## config.mk

```make
export PLATFORM = sky130hd
export DESIGN_NAME = ptac_datapath_flat
export DESIGN_NICKNAME = d
export VERILOG_FILES = /design/src/rtl/core/ptac_pkg.sv /design/src/rtl/core/ptac_if.sv /design/src/rtl/core/ptac_datapath.sv /design/src/flat_wrapper.sv
export SDC_FILE = /design/constraint.sdc
export NUM_CORES = 2
export LEC_CHECK = 0
export BUFFER_PORTS_ARGS = -buffer_cell sky130_fd_sc_hd__buf_2
export CORE_MARGIN = 1.5
export CORE_UTILIZATION = 60
export DETAILED_ROUTE_END_ITERATION = 10
export PLACE_DENSITY = 0.8
export SYNTH_ARGS = -nofsm -noshare
export SYNTH_HDL_FRONTEND = slang
export SYNTH_SLANG_ARGS = --single-unit
```

## constraint.sdc

```tcl
create_clock -name clock -period 10.95 [get_ports clock]
set_input_delay 1.095 -clock clock [delete_from_list [all_inputs] [get_ports clock]]
set_output_delay 1.095 -clock clock [all_outputs]
set_load 0.005 [all_outputs]
```

## src/rtl/core/ptac_pkg.sv

```systemverilog
`timescale 1ns / 1ps
`default_nettype none

package ptac_pkg;

   // Field widths of the process table.
   localparam int unsigned ID_W     = 32;
   localparam int unsigned OWNER_W  = 32;
   localparam int unsigned LEVEL_W  = 2;
   localparam int unsigned TAG_W    = 52;

   // Default table depth.
   localparam int unsigned TABLE_ENTRIES_DEFAULT = 32;

   // Reset values of the id counter and the privileged level register.
   localparam logic [ID_W-1:0]    NEXT_ID_RESET = ID_W'(1);
   localparam logic [LEVEL_W-1:0] PRIV_RESET    = LEVEL_W'(3);

   // Opcodes of a request.
   localparam logic OP_CREATE   = 1'b0;
   localparam logic OP_VALIDATE = 1'b1;

   // Result status codes.
   typedef enum logic [1:0] {
      STATUS_OK        = 2'd0,
      STATUS_FULL      = 2'd1,
      STATUS_NOT_FOUND = 2'd2,
      STATUS_DENIED    = 2'd3
   } status_type;

   // One stored process entry.
   typedef struct packed {
      logic [ID_W-1:0]    id;
      logic [OWNER_W-1:0] owner;
      logic [LEVEL_W-1:0] level;
   } entry_type;

   // Commands from the controller to the datapath.
   typedef struct packed {
      logic ready;
      logic scan_step;
      logic scan_read;
      logic create_commit;
      logic create_full;
      logic val_decide;
      logic load_rsp;
   } ctrl_cmd_type;

   // Status from the datapath to the controller.
   typedef struct packed {
      logic req_valid;
      logic req_opcode;
      logic slot_free;
      logic scan_last;
      logic out_free;
   } dp_status_type;

   // Isolation tag: id shifted by 20, xor owner shifted by 8, xor level.
   function automatic logic [TAG_W-1:0] make_tag(input logic [ID_W-1:0] id,
                                                 input logic [OWNER_W-1:0] owner,
                                                 input logic [LEVEL_W-1:0] level);
      logic [TAG_W-1:0] tag;
      tag = {id, 20'b0} ^ {12'b0, owner, 8'b0} ^ {50'b0, level};
      return tag;
   endfunction

endpackage

`default_nettype wire

```

## src/rtl/core/ptac_if.sv

```systemverilog
`timescale 1ns / 1ps
`default_nettype none

// Request channel: one create or validate item per transfer.
interface ptac_req_if;
   import ptac_pkg::*;

   logic                 valid;
   logic                 ready;
   logic                 opcode;
   logic [OWNER_W-1:0]   owner_id;
   logic [LEVEL_W-1:0]   level;
   logic [ID_W-1:0]      caller_id;
   logic [ID_W-1:0]      target_id;

   modport source (output valid, opcode, owner_id, level, caller_id, target_id,
                   input ready);
   modport sink   (input valid, opcode, owner_id, level, caller_id, target_id,
                   output ready);
endinterface

// Response channel: one result per request.
interface ptac_rsp_if;
   import ptac_pkg::*;

   logic              valid;
   logic              ready;
   status_type        status;
   logic [ID_W-1:0]   new_id;
   logic [TAG_W-1:0]  proc_tag;

   modport source (output valid, status, new_id, proc_tag, input ready);
   modport sink   (input valid, status, new_id, proc_tag, output ready);
endinterface

`default_nettype wire

```

## src/rtl/core/ptac_datapath.sv

```systemverilog
`timescale 1ns / 1ps
`default_nettype none

module ptac_datapath #(
   parameter int unsigned TABLE_ENTRIES = ptac_pkg::TABLE_ENTRIES_DEFAULT
) (
   input  wire logic                        clock,
   input  wire logic                        reset,
   ptac_req_if.sink                         req_port,
   ptac_rsp_if.source                       rsp_port,
   input  wire logic                        csr_we,
   input  wire logic [ptac_pkg::LEVEL_W-1:0] csr_wdata,
   input  ptac_pkg::ctrl_cmd_type           cmd_in,
   output ptac_pkg::dp_status_type          status_out
);
   import ptac_pkg::*;

   localparam int unsigned IDX_W = $clog2(TABLE_ENTRIES);
   localparam logic [IDX_W-1:0] LAST_IDX = IDX_W'(TABLE_ENTRIES - 1);

   // Captured request.
   logic [OWNER_W-1:0] owner_ff;
   logic [LEVEL_W-1:0] level_ff;
   logic [ID_W-1:0]    caller_ff;
   logic [ID_W-1:0]    target_ff;

   // Table: valid bits in flip-flops, entry contents in a memory.
   logic [TABLE_ENTRIES-1:0] valid_ff;
   entry_type                table_mem_ff [TABLE_ENTRIES];
   entry_type                rd_q_ff;
   logic                     rd_en_ff;
   logic                     rd_vld_ff;

   logic [IDX_W-1:0]   idx_ff;
   logic [ID_W-1:0]    next_id_ff;
   logic [LEVEL_W-1:0] priv_ff;

   // Lookup results for caller and target.
   logic               c_found_ff;
   logic               t_found_ff;
   logic [OWNER_W-1:0] c_owner_ff;
   logic [OWNER_W-1:0] t_owner_ff;
   logic [LEVEL_W-1:0] c_level_ff;
   logic [LEVEL_W-1:0] t_level_ff;

   // Pending result and output register.
   status_type         res_status_ff;
   logic [ID_W-1:0]    res_nid_ff;
   logic [TAG_W-1:0]   res_tag_ff;
   logic               rsp_valid_ff;
   status_type         rsp_status_ff;
   logic [ID_W-1:0]    rsp_nid_ff;
   logic [TAG_W-1:0]   rsp_tag_ff;

   logic               capture;
   entry_type          new_entry;
   status_type         val_status;

   assign capture = req_port.valid && cmd_in.ready;
   assign req_port.ready = cmd_in.ready;

   assign new_entry.id    = next_id_ff;
   assign new_entry.owner = owner_ff;
   assign new_entry.level = level_ff;

   // Status towards the controller.
   assign status_out.req_valid  = req_port.valid;
   assign status_out.req_opcode = req_port.opcode;
   assign status_out.slot_free  = !valid_ff[idx_ff];
   assign status_out.scan_last  = (idx_ff == LAST_IDX);
   assign status_out.out_free   = !rsp_valid_ff || rsp_port.ready;

   // Request capture; the scan index restarts with every item.
   always_ff @(posedge clock) begin
      if (capture) begin
         owner_ff  <= req_port.owner_id;
         level_ff  <= req_port.level;
         caller_ff <= req_port.caller_id;
         target_ff <= req_port.target_id;
      end
   end

   always_ff @(posedge clock) begin
      if (reset) begin
         idx_ff <= '0;
      end else if (capture) begin
         idx_ff <= '0;
      end else if (cmd_in.scan_step) begin
         idx_ff <= idx_ff + 1'b1;
      end
   end

   // Privileged level register.
   always_ff @(posedge clock) begin
      if (reset) begin
         priv_ff <= PRIV_RESET;
      end else if (csr_we) begin
         priv_ff <= csr_wdata;
      end
   end

   // Valid bits and the id counter.
   always_ff @(posedge clock) begin
      if (reset) begin
         valid_ff   <= '0;
         next_id_ff <= NEXT_ID_RESET;
      end else if (cmd_in.create_commit) begin
         valid_ff[idx_ff] <= 1'b1;
         next_id_ff       <= next_id_ff + 1'b1;
      end
   end

   // Entry memory: written on create, read one entry a cycle during a lookup.
   always_ff @(posedge clock) begin
      if (cmd_in.create_commit) begin
         table_mem_ff[idx_ff] <= new_entry;
      end
      if (cmd_in.scan_read) begin
         rd_q_ff   <= table_mem_ff[idx_ff];
         rd_vld_ff <= valid_ff[idx_ff];
      end
   end

   always_ff @(posedge clock) begin
      if (reset) begin
         rd_en_ff <= 1'b0;
      end else begin
         rd_en_ff <= cmd_in.scan_read;
      end
   end

   // Compare stage. Entries arrive in rising index order, so the last hit
   // is the highest matching entry.
   always_ff @(posedge clock) begin
      if (capture) begin
         c_found_ff <= 1'b0;
         t_found_ff <= 1'b0;
      end else if (rd_en_ff && rd_vld_ff) begin
         if (rd_q_ff.id == caller_ff) begin
            c_found_ff <= 1'b1;
            c_owner_ff <= rd_q_ff.owner;
            c_level_ff <= rd_q_ff.level;
         end
         if (rd_q_ff.id == target_ff) begin
            t_found_ff <= 1'b1;
            t_owner_ff <= rd_q_ff.owner;
            t_level_ff <= rd_q_ff.level;
         end
      end
   end

   // Access decision once both lookups are complete.
   always_comb begin
      if (!c_found_ff || !t_found_ff) begin
         val_status = STATUS_NOT_FOUND;
      end else if (caller_ff == target_ff) begin
         val_status = STATUS_OK;
      end else if (c_level_ff >= priv_ff) begin
         val_status = STATUS_OK;
      end else if ((c_owner_ff == t_owner_ff) && (c_level_ff >= t_level_ff)) begin
         val_status = STATUS_OK;
      end else begin
         val_status = STATUS_DENIED;
      end
   end

   // Pending result of the item in progress.
   always_ff @(posedge clock) begin
      if (cmd_in.create_commit) begin
         res_status_ff <= STATUS_OK;
         res_nid_ff    <= next_id_ff;
         res_tag_ff    <= make_tag(next_id_ff, owner_ff, level_ff);
      end else if (cmd_in.create_full) begin
         res_status_ff <= STATUS_FULL;
         res_nid_ff    <= '0;
         res_tag_ff    <= '0;
      end else if (cmd_in.val_decide) begin
         res_status_ff <= val_status;
         res_nid_ff    <= '0;
         res_tag_ff    <= '0;
      end
   end

   // Output register; a new request may be taken while a result waits here.
   always_ff @(posedge clock) begin
      if (reset) begin
         rsp_valid_ff <= 1'b0;
      end else if (cmd_in.load_rsp) begin
         rsp_valid_ff <= 1'b1;
      end else if (rsp_port.ready) begin
         rsp_valid_ff <= 1'b0;
      end
   end

   always_ff @(posedge clock) begin
      if (cmd_in.load_rsp) begin
         rsp_status_ff <= res_status_ff;
         rsp_nid_ff    <= res_nid_ff;
         rsp_tag_ff    <= res_tag_ff;
      end
   end

   assign rsp_port.valid    = rsp_valid_ff;
   assign rsp_port.status   = rsp_status_ff;
   assign rsp_port.new_id   = rsp_nid_ff;
   assign rsp_port.proc_tag = rsp_tag_ff;

endmodule

`default_nettype wire

```

## src/flat_wrapper.sv

```systemverilog
// flat-port wrapper written by rule: the top's interface ports become plain ports
module ptac_datapath_flat import ptac_pkg::*;
#(
   parameter int unsigned TABLE_ENTRIES = ptac_pkg::TABLE_ENTRIES_DEFAULT
)
  (clock, reset, csr_we, csr_wdata, cmd_in, status_out, req_port_valid, req_port_opcode, req_port_owner_id, req_port_level, req_port_caller_id, req_port_target_id, req_port_ready, rsp_port_valid, rsp_port_status, rsp_port_new_id, rsp_port_proc_tag, rsp_port_ready);
  ptac_req_if req_port_i ();
  ptac_rsp_if rsp_port_i ();
  input  wire logic clock;
  input  wire logic reset;
  input  wire logic csr_we;
  input  wire logic [ptac_pkg::LEVEL_W-1:0] csr_wdata;
  input  ptac_pkg::ctrl_cmd_type cmd_in;
  output ptac_pkg::dp_status_type status_out;
  input wire logic [$bits(req_port_i.valid)-1:0] req_port_valid;
  input wire logic [$bits(req_port_i.opcode)-1:0] req_port_opcode;
  input wire logic [$bits(req_port_i.owner_id)-1:0] req_port_owner_id;
  input wire logic [$bits(req_port_i.level)-1:0] req_port_level;
  input wire logic [$bits(req_port_i.caller_id)-1:0] req_port_caller_id;
  input wire logic [$bits(req_port_i.target_id)-1:0] req_port_target_id;
  output wire logic [$bits(req_port_i.ready)-1:0] req_port_ready;
  output wire logic [$bits(rsp_port_i.valid)-1:0] rsp_port_valid;
  output wire logic [$bits(rsp_port_i.status)-1:0] rsp_port_status;
  output wire logic [$bits(rsp_port_i.new_id)-1:0] rsp_port_new_id;
  output wire logic [$bits(rsp_port_i.proc_tag)-1:0] rsp_port_proc_tag;
  input wire logic [$bits(rsp_port_i.ready)-1:0] rsp_port_ready;
  assign req_port_i.valid = req_port_valid;
  assign req_port_i.opcode = req_port_opcode;
  assign req_port_i.owner_id = req_port_owner_id;
  assign req_port_i.level = req_port_level;
  assign req_port_i.caller_id = req_port_caller_id;
  assign req_port_i.target_id = req_port_target_id;
  assign req_port_ready = req_port_i.ready;
  assign rsp_port_valid = rsp_port_i.valid;
  assign rsp_port_status = rsp_port_i.status;
  assign rsp_port_new_id = rsp_port_i.new_id;
  assign rsp_port_proc_tag = rsp_port_i.proc_tag;
  assign rsp_port_i.ready = rsp_port_ready;
  ptac_datapath #(.TABLE_ENTRIES(TABLE_ENTRIES)) u_core (.clock(clock), .reset(reset), .req_port(req_port_i), .rsp_port(rsp_port_i), .csr_we(csr_we), .csr_wdata(csr_wdata), .cmd_in(cmd_in), .status_out(status_out));
endmodule
```

==> results.json <==
{
  "ys_types": 53,
  "outcome": "finished, final reports clean",
  "hold_violations": 0,
  "grt_pass1_vias": 49430,
  "postSynthAreaPerCell_um2": 22.80,
  "cts.htree.levels": 4,
  "fp.dieW_um": 401.2,
  "holdBufCountCts": 0,
  "synth_seq_cells": 2556,
  "grt_max_degree": 156,
  "setup_viol": 0,
  "core.rowCount": 145,
  "syn2layout_area_growth_pct": 11.88,
  "arrival_ns": 5.24,
  "grt_util_met3_pct": 9.146,
  "crit_required_ns": 9.86,
  "period_needed_ns": 6.339,
  "fin_ws_ns": 4.611,
  "drv_slew": 0,
  "synthFlopType": "edfxtp_1",
  "design_area_um2": 106500,
  "path_class": "reg2out",
  "antenna_found_initial": 9,
  "drt_iter0_markers": 7944,
  "fp.dieH_um": 401.2,
  "cap_violations": 0,
  "antenna_left": 0,
  "power_mw": 19.72,
  "clock_skew_ns": 0.06761,
  "busiest_layer": "met2",
  "core_um2": 156800,
  "ios": 206,
  "netlist_area_um2": 95150,
  "cts.path.max_buffers": 3,
  "grt_first_pass_wirelength_um": 357400,
  "initial_core_util_pct": 60.70,
  "syn_inst": 4174,
  "netlist_top_cells_area": "edfxtp_1 (78%), mux4_2 (13%), a22oi_1 (2.1%)",
  "async_reset_ff_share_pct": 0,
  "fin_crit_sh_pct": 57.89,
  "max_slew_margin_pct": 8.529,
  "hold_class": "in2reg",
  "ys_top_cells_by_count": "edfxtp_1 (2,479), mux4_2 (536), a22oi_1 (264)",
  "vias": 48230,
  "timing.fmax_mhz": 157.8,
  "synth_top_area_cell": "edfxtp_1",
  "ir_drop_mv": 0.2001,
  "wl_per_cell_um": 37.23,
  "clock_latency_ns": 0.91,
  "final_util_pct": 67.91,
  "start_kind": "flip-flop",
  "place.gp.congestion": 0.7998,
  "port_buffers": 197,
  "yosys_warnings": 0,
  "drive_gt1_share_pct": 26.33,
  "synth_edf_count": 2479,
  "vias_per_cell": 7.120,
  "power_density_nw_per_um2": 185.2,
  "overflow": 0,
  "die_area_um2": 161000,
  "nets": 4625,
  "dp.cells": 6323,
  "grt_usage_pct": 31.53,
  "dpl.hpwl_um": 124100,
  "synth.most_common_cell": "edfxtp_1",
  "cp-end-kind": "output port",
  "setup_tns_ns": 0,
  "cts_tree": "yes",
  "nFillCells": 8930,
  "wirelength_um": 252200,
  "firstDrtPassIters": 9,
  "post_cts_resized": 0,
  "clk_pin_slew_ns": 0.06,
  "cts_setup_buffers": 0,
  "seqCellArea_um2": 75990,
  "multi_input_area_um2": 18430,
  "stdcell_count": 6773,
  "cts_buffers": 234,
  "rsz0062_at_grt": "false",
  "ys_seq_area_share_pct": 79.86,
  "crit_fanout": 97,
  "clock_sinks": 2556,
  "met1_usage_pct": 41.28,
  "post_dp_cell_area_um2": 98910,
  "whs_ns": 0.3679,
  "p_leak_nw": 32.56,
  "drc": 0,
  "place_ws_ns": 5.510,
  "use_met2_pct": 49.70,
  "yosysTopAreaCellShare_pct": 78.24,
  "worst_pin_slew_ns": 1.372,
  "root_buffer": "clkbuf_16"
}
==> logic make-up (layout without fill, tap and decap cells) <==
group,Yosys count,count (layout),share of synthesized area (%)
flip-flops,2556,2556,79.86
multiplexers,540,540,12.73
AND/OR/NAND/NOR,338,338,2.079
AO/OA/AOI/OAI,319,319,2.476
buffers and inverters,235,769,1.114
XOR/XNOR,175,175,1.611
adder cells (fa/ha/maj),10,10,0.1315
other,1,8,0.003941
==> sequential cells by signal, summed over array words and instances, names as in the netlist, 35 cells and up <==
name and cells:
u_core.rsp_port.proc_tag 35, u_core.table_mem_ff 2112, u_core.rd_q_ff 66, u_core.res_tag_ff 35
==> layout by cell type (no fill, tap or decap), types with 15 or more instances in the layout <==
| cell type | n |
|---|---|
| buf_2 | 194 |
| buf_4 | 111 |
| clkbuf_1 | 58 |
| and2_1 | 66 |
| nand2_1 | 25 |
| nand4_1 | 89 |
| nor2_1 | 39 |
| nor4_1 | 15 |
| o21a_1 | 29 |
| a22oi_1 | 264 |
| nor2_4 | 33 |
| xor2_1 | 97 |
| clkbuf_16 | 236 |
| dfxtp_1 | 75 |
| mux4_2 | 536 |
| nand3_1 | 18 |
| xnor2_1 | 78 |
| clkinv_2 | 45 |
| edfxtp_1 | 2479 |
| clkinv_1 | 60 |
| bufinv_16 | 16 |
==> final timing paths <==
check / startpoint / end / slack (ns) / cells after the start
min: req_port_owner_id[29] / u_core.owner_ff[29] / 0.37 / 1
max: u_core.idx_ff[0] / status_out[2] / 4.61 / 6
max reg2reg: u_core.idx_ff[1] / u_core.rd_q_ff[52] / 5.99 / 6
min reg2reg: u_core.res_nid_ff[10] / u_core.rsp_port.new_id[10] / 0.42 / 0
==> area by class of cell <==
cell class | instances | share of cell area [%]
clock buffers | 303 | 5.869
flip-flops and latches | 2556 | 71.38
inverters | 13 | 0.05054
diodes | 2 | 0.004701
repair buffers | 309 | 1.770
well taps | 2058 | 2.419
clock inverters | 144 | 1.193
multi-input cells | 1388 | 17.31
==> power breakdown <==
part / total [mW] / switching [mW] / internal (mW)
clock: 8.05 / 3.64 / 4.41
combinational: 0.711 / 0.415 / 0.296
sequential: 11.0 / 0.136 / 10.8
total: 19.7 / 4.19 / 15.5
==> per-layer routing <==
metal,vias to the layer above,part of all wire [%]
met2,4311,48
met3,740,14
li1,18240,-
met1,24930,33
met4,10,5.0
met5,-,0.029
==> critical path: stages (launching register included) <==
cell and delay (ns):
dfxtp_4 1.06, buf_4 0.85, buf_12 0.69, mux4_2 0.63, a22o_1 0.29, nor4_4 0.47, buf_2 0.23
(Power assumes the default switching activity.)
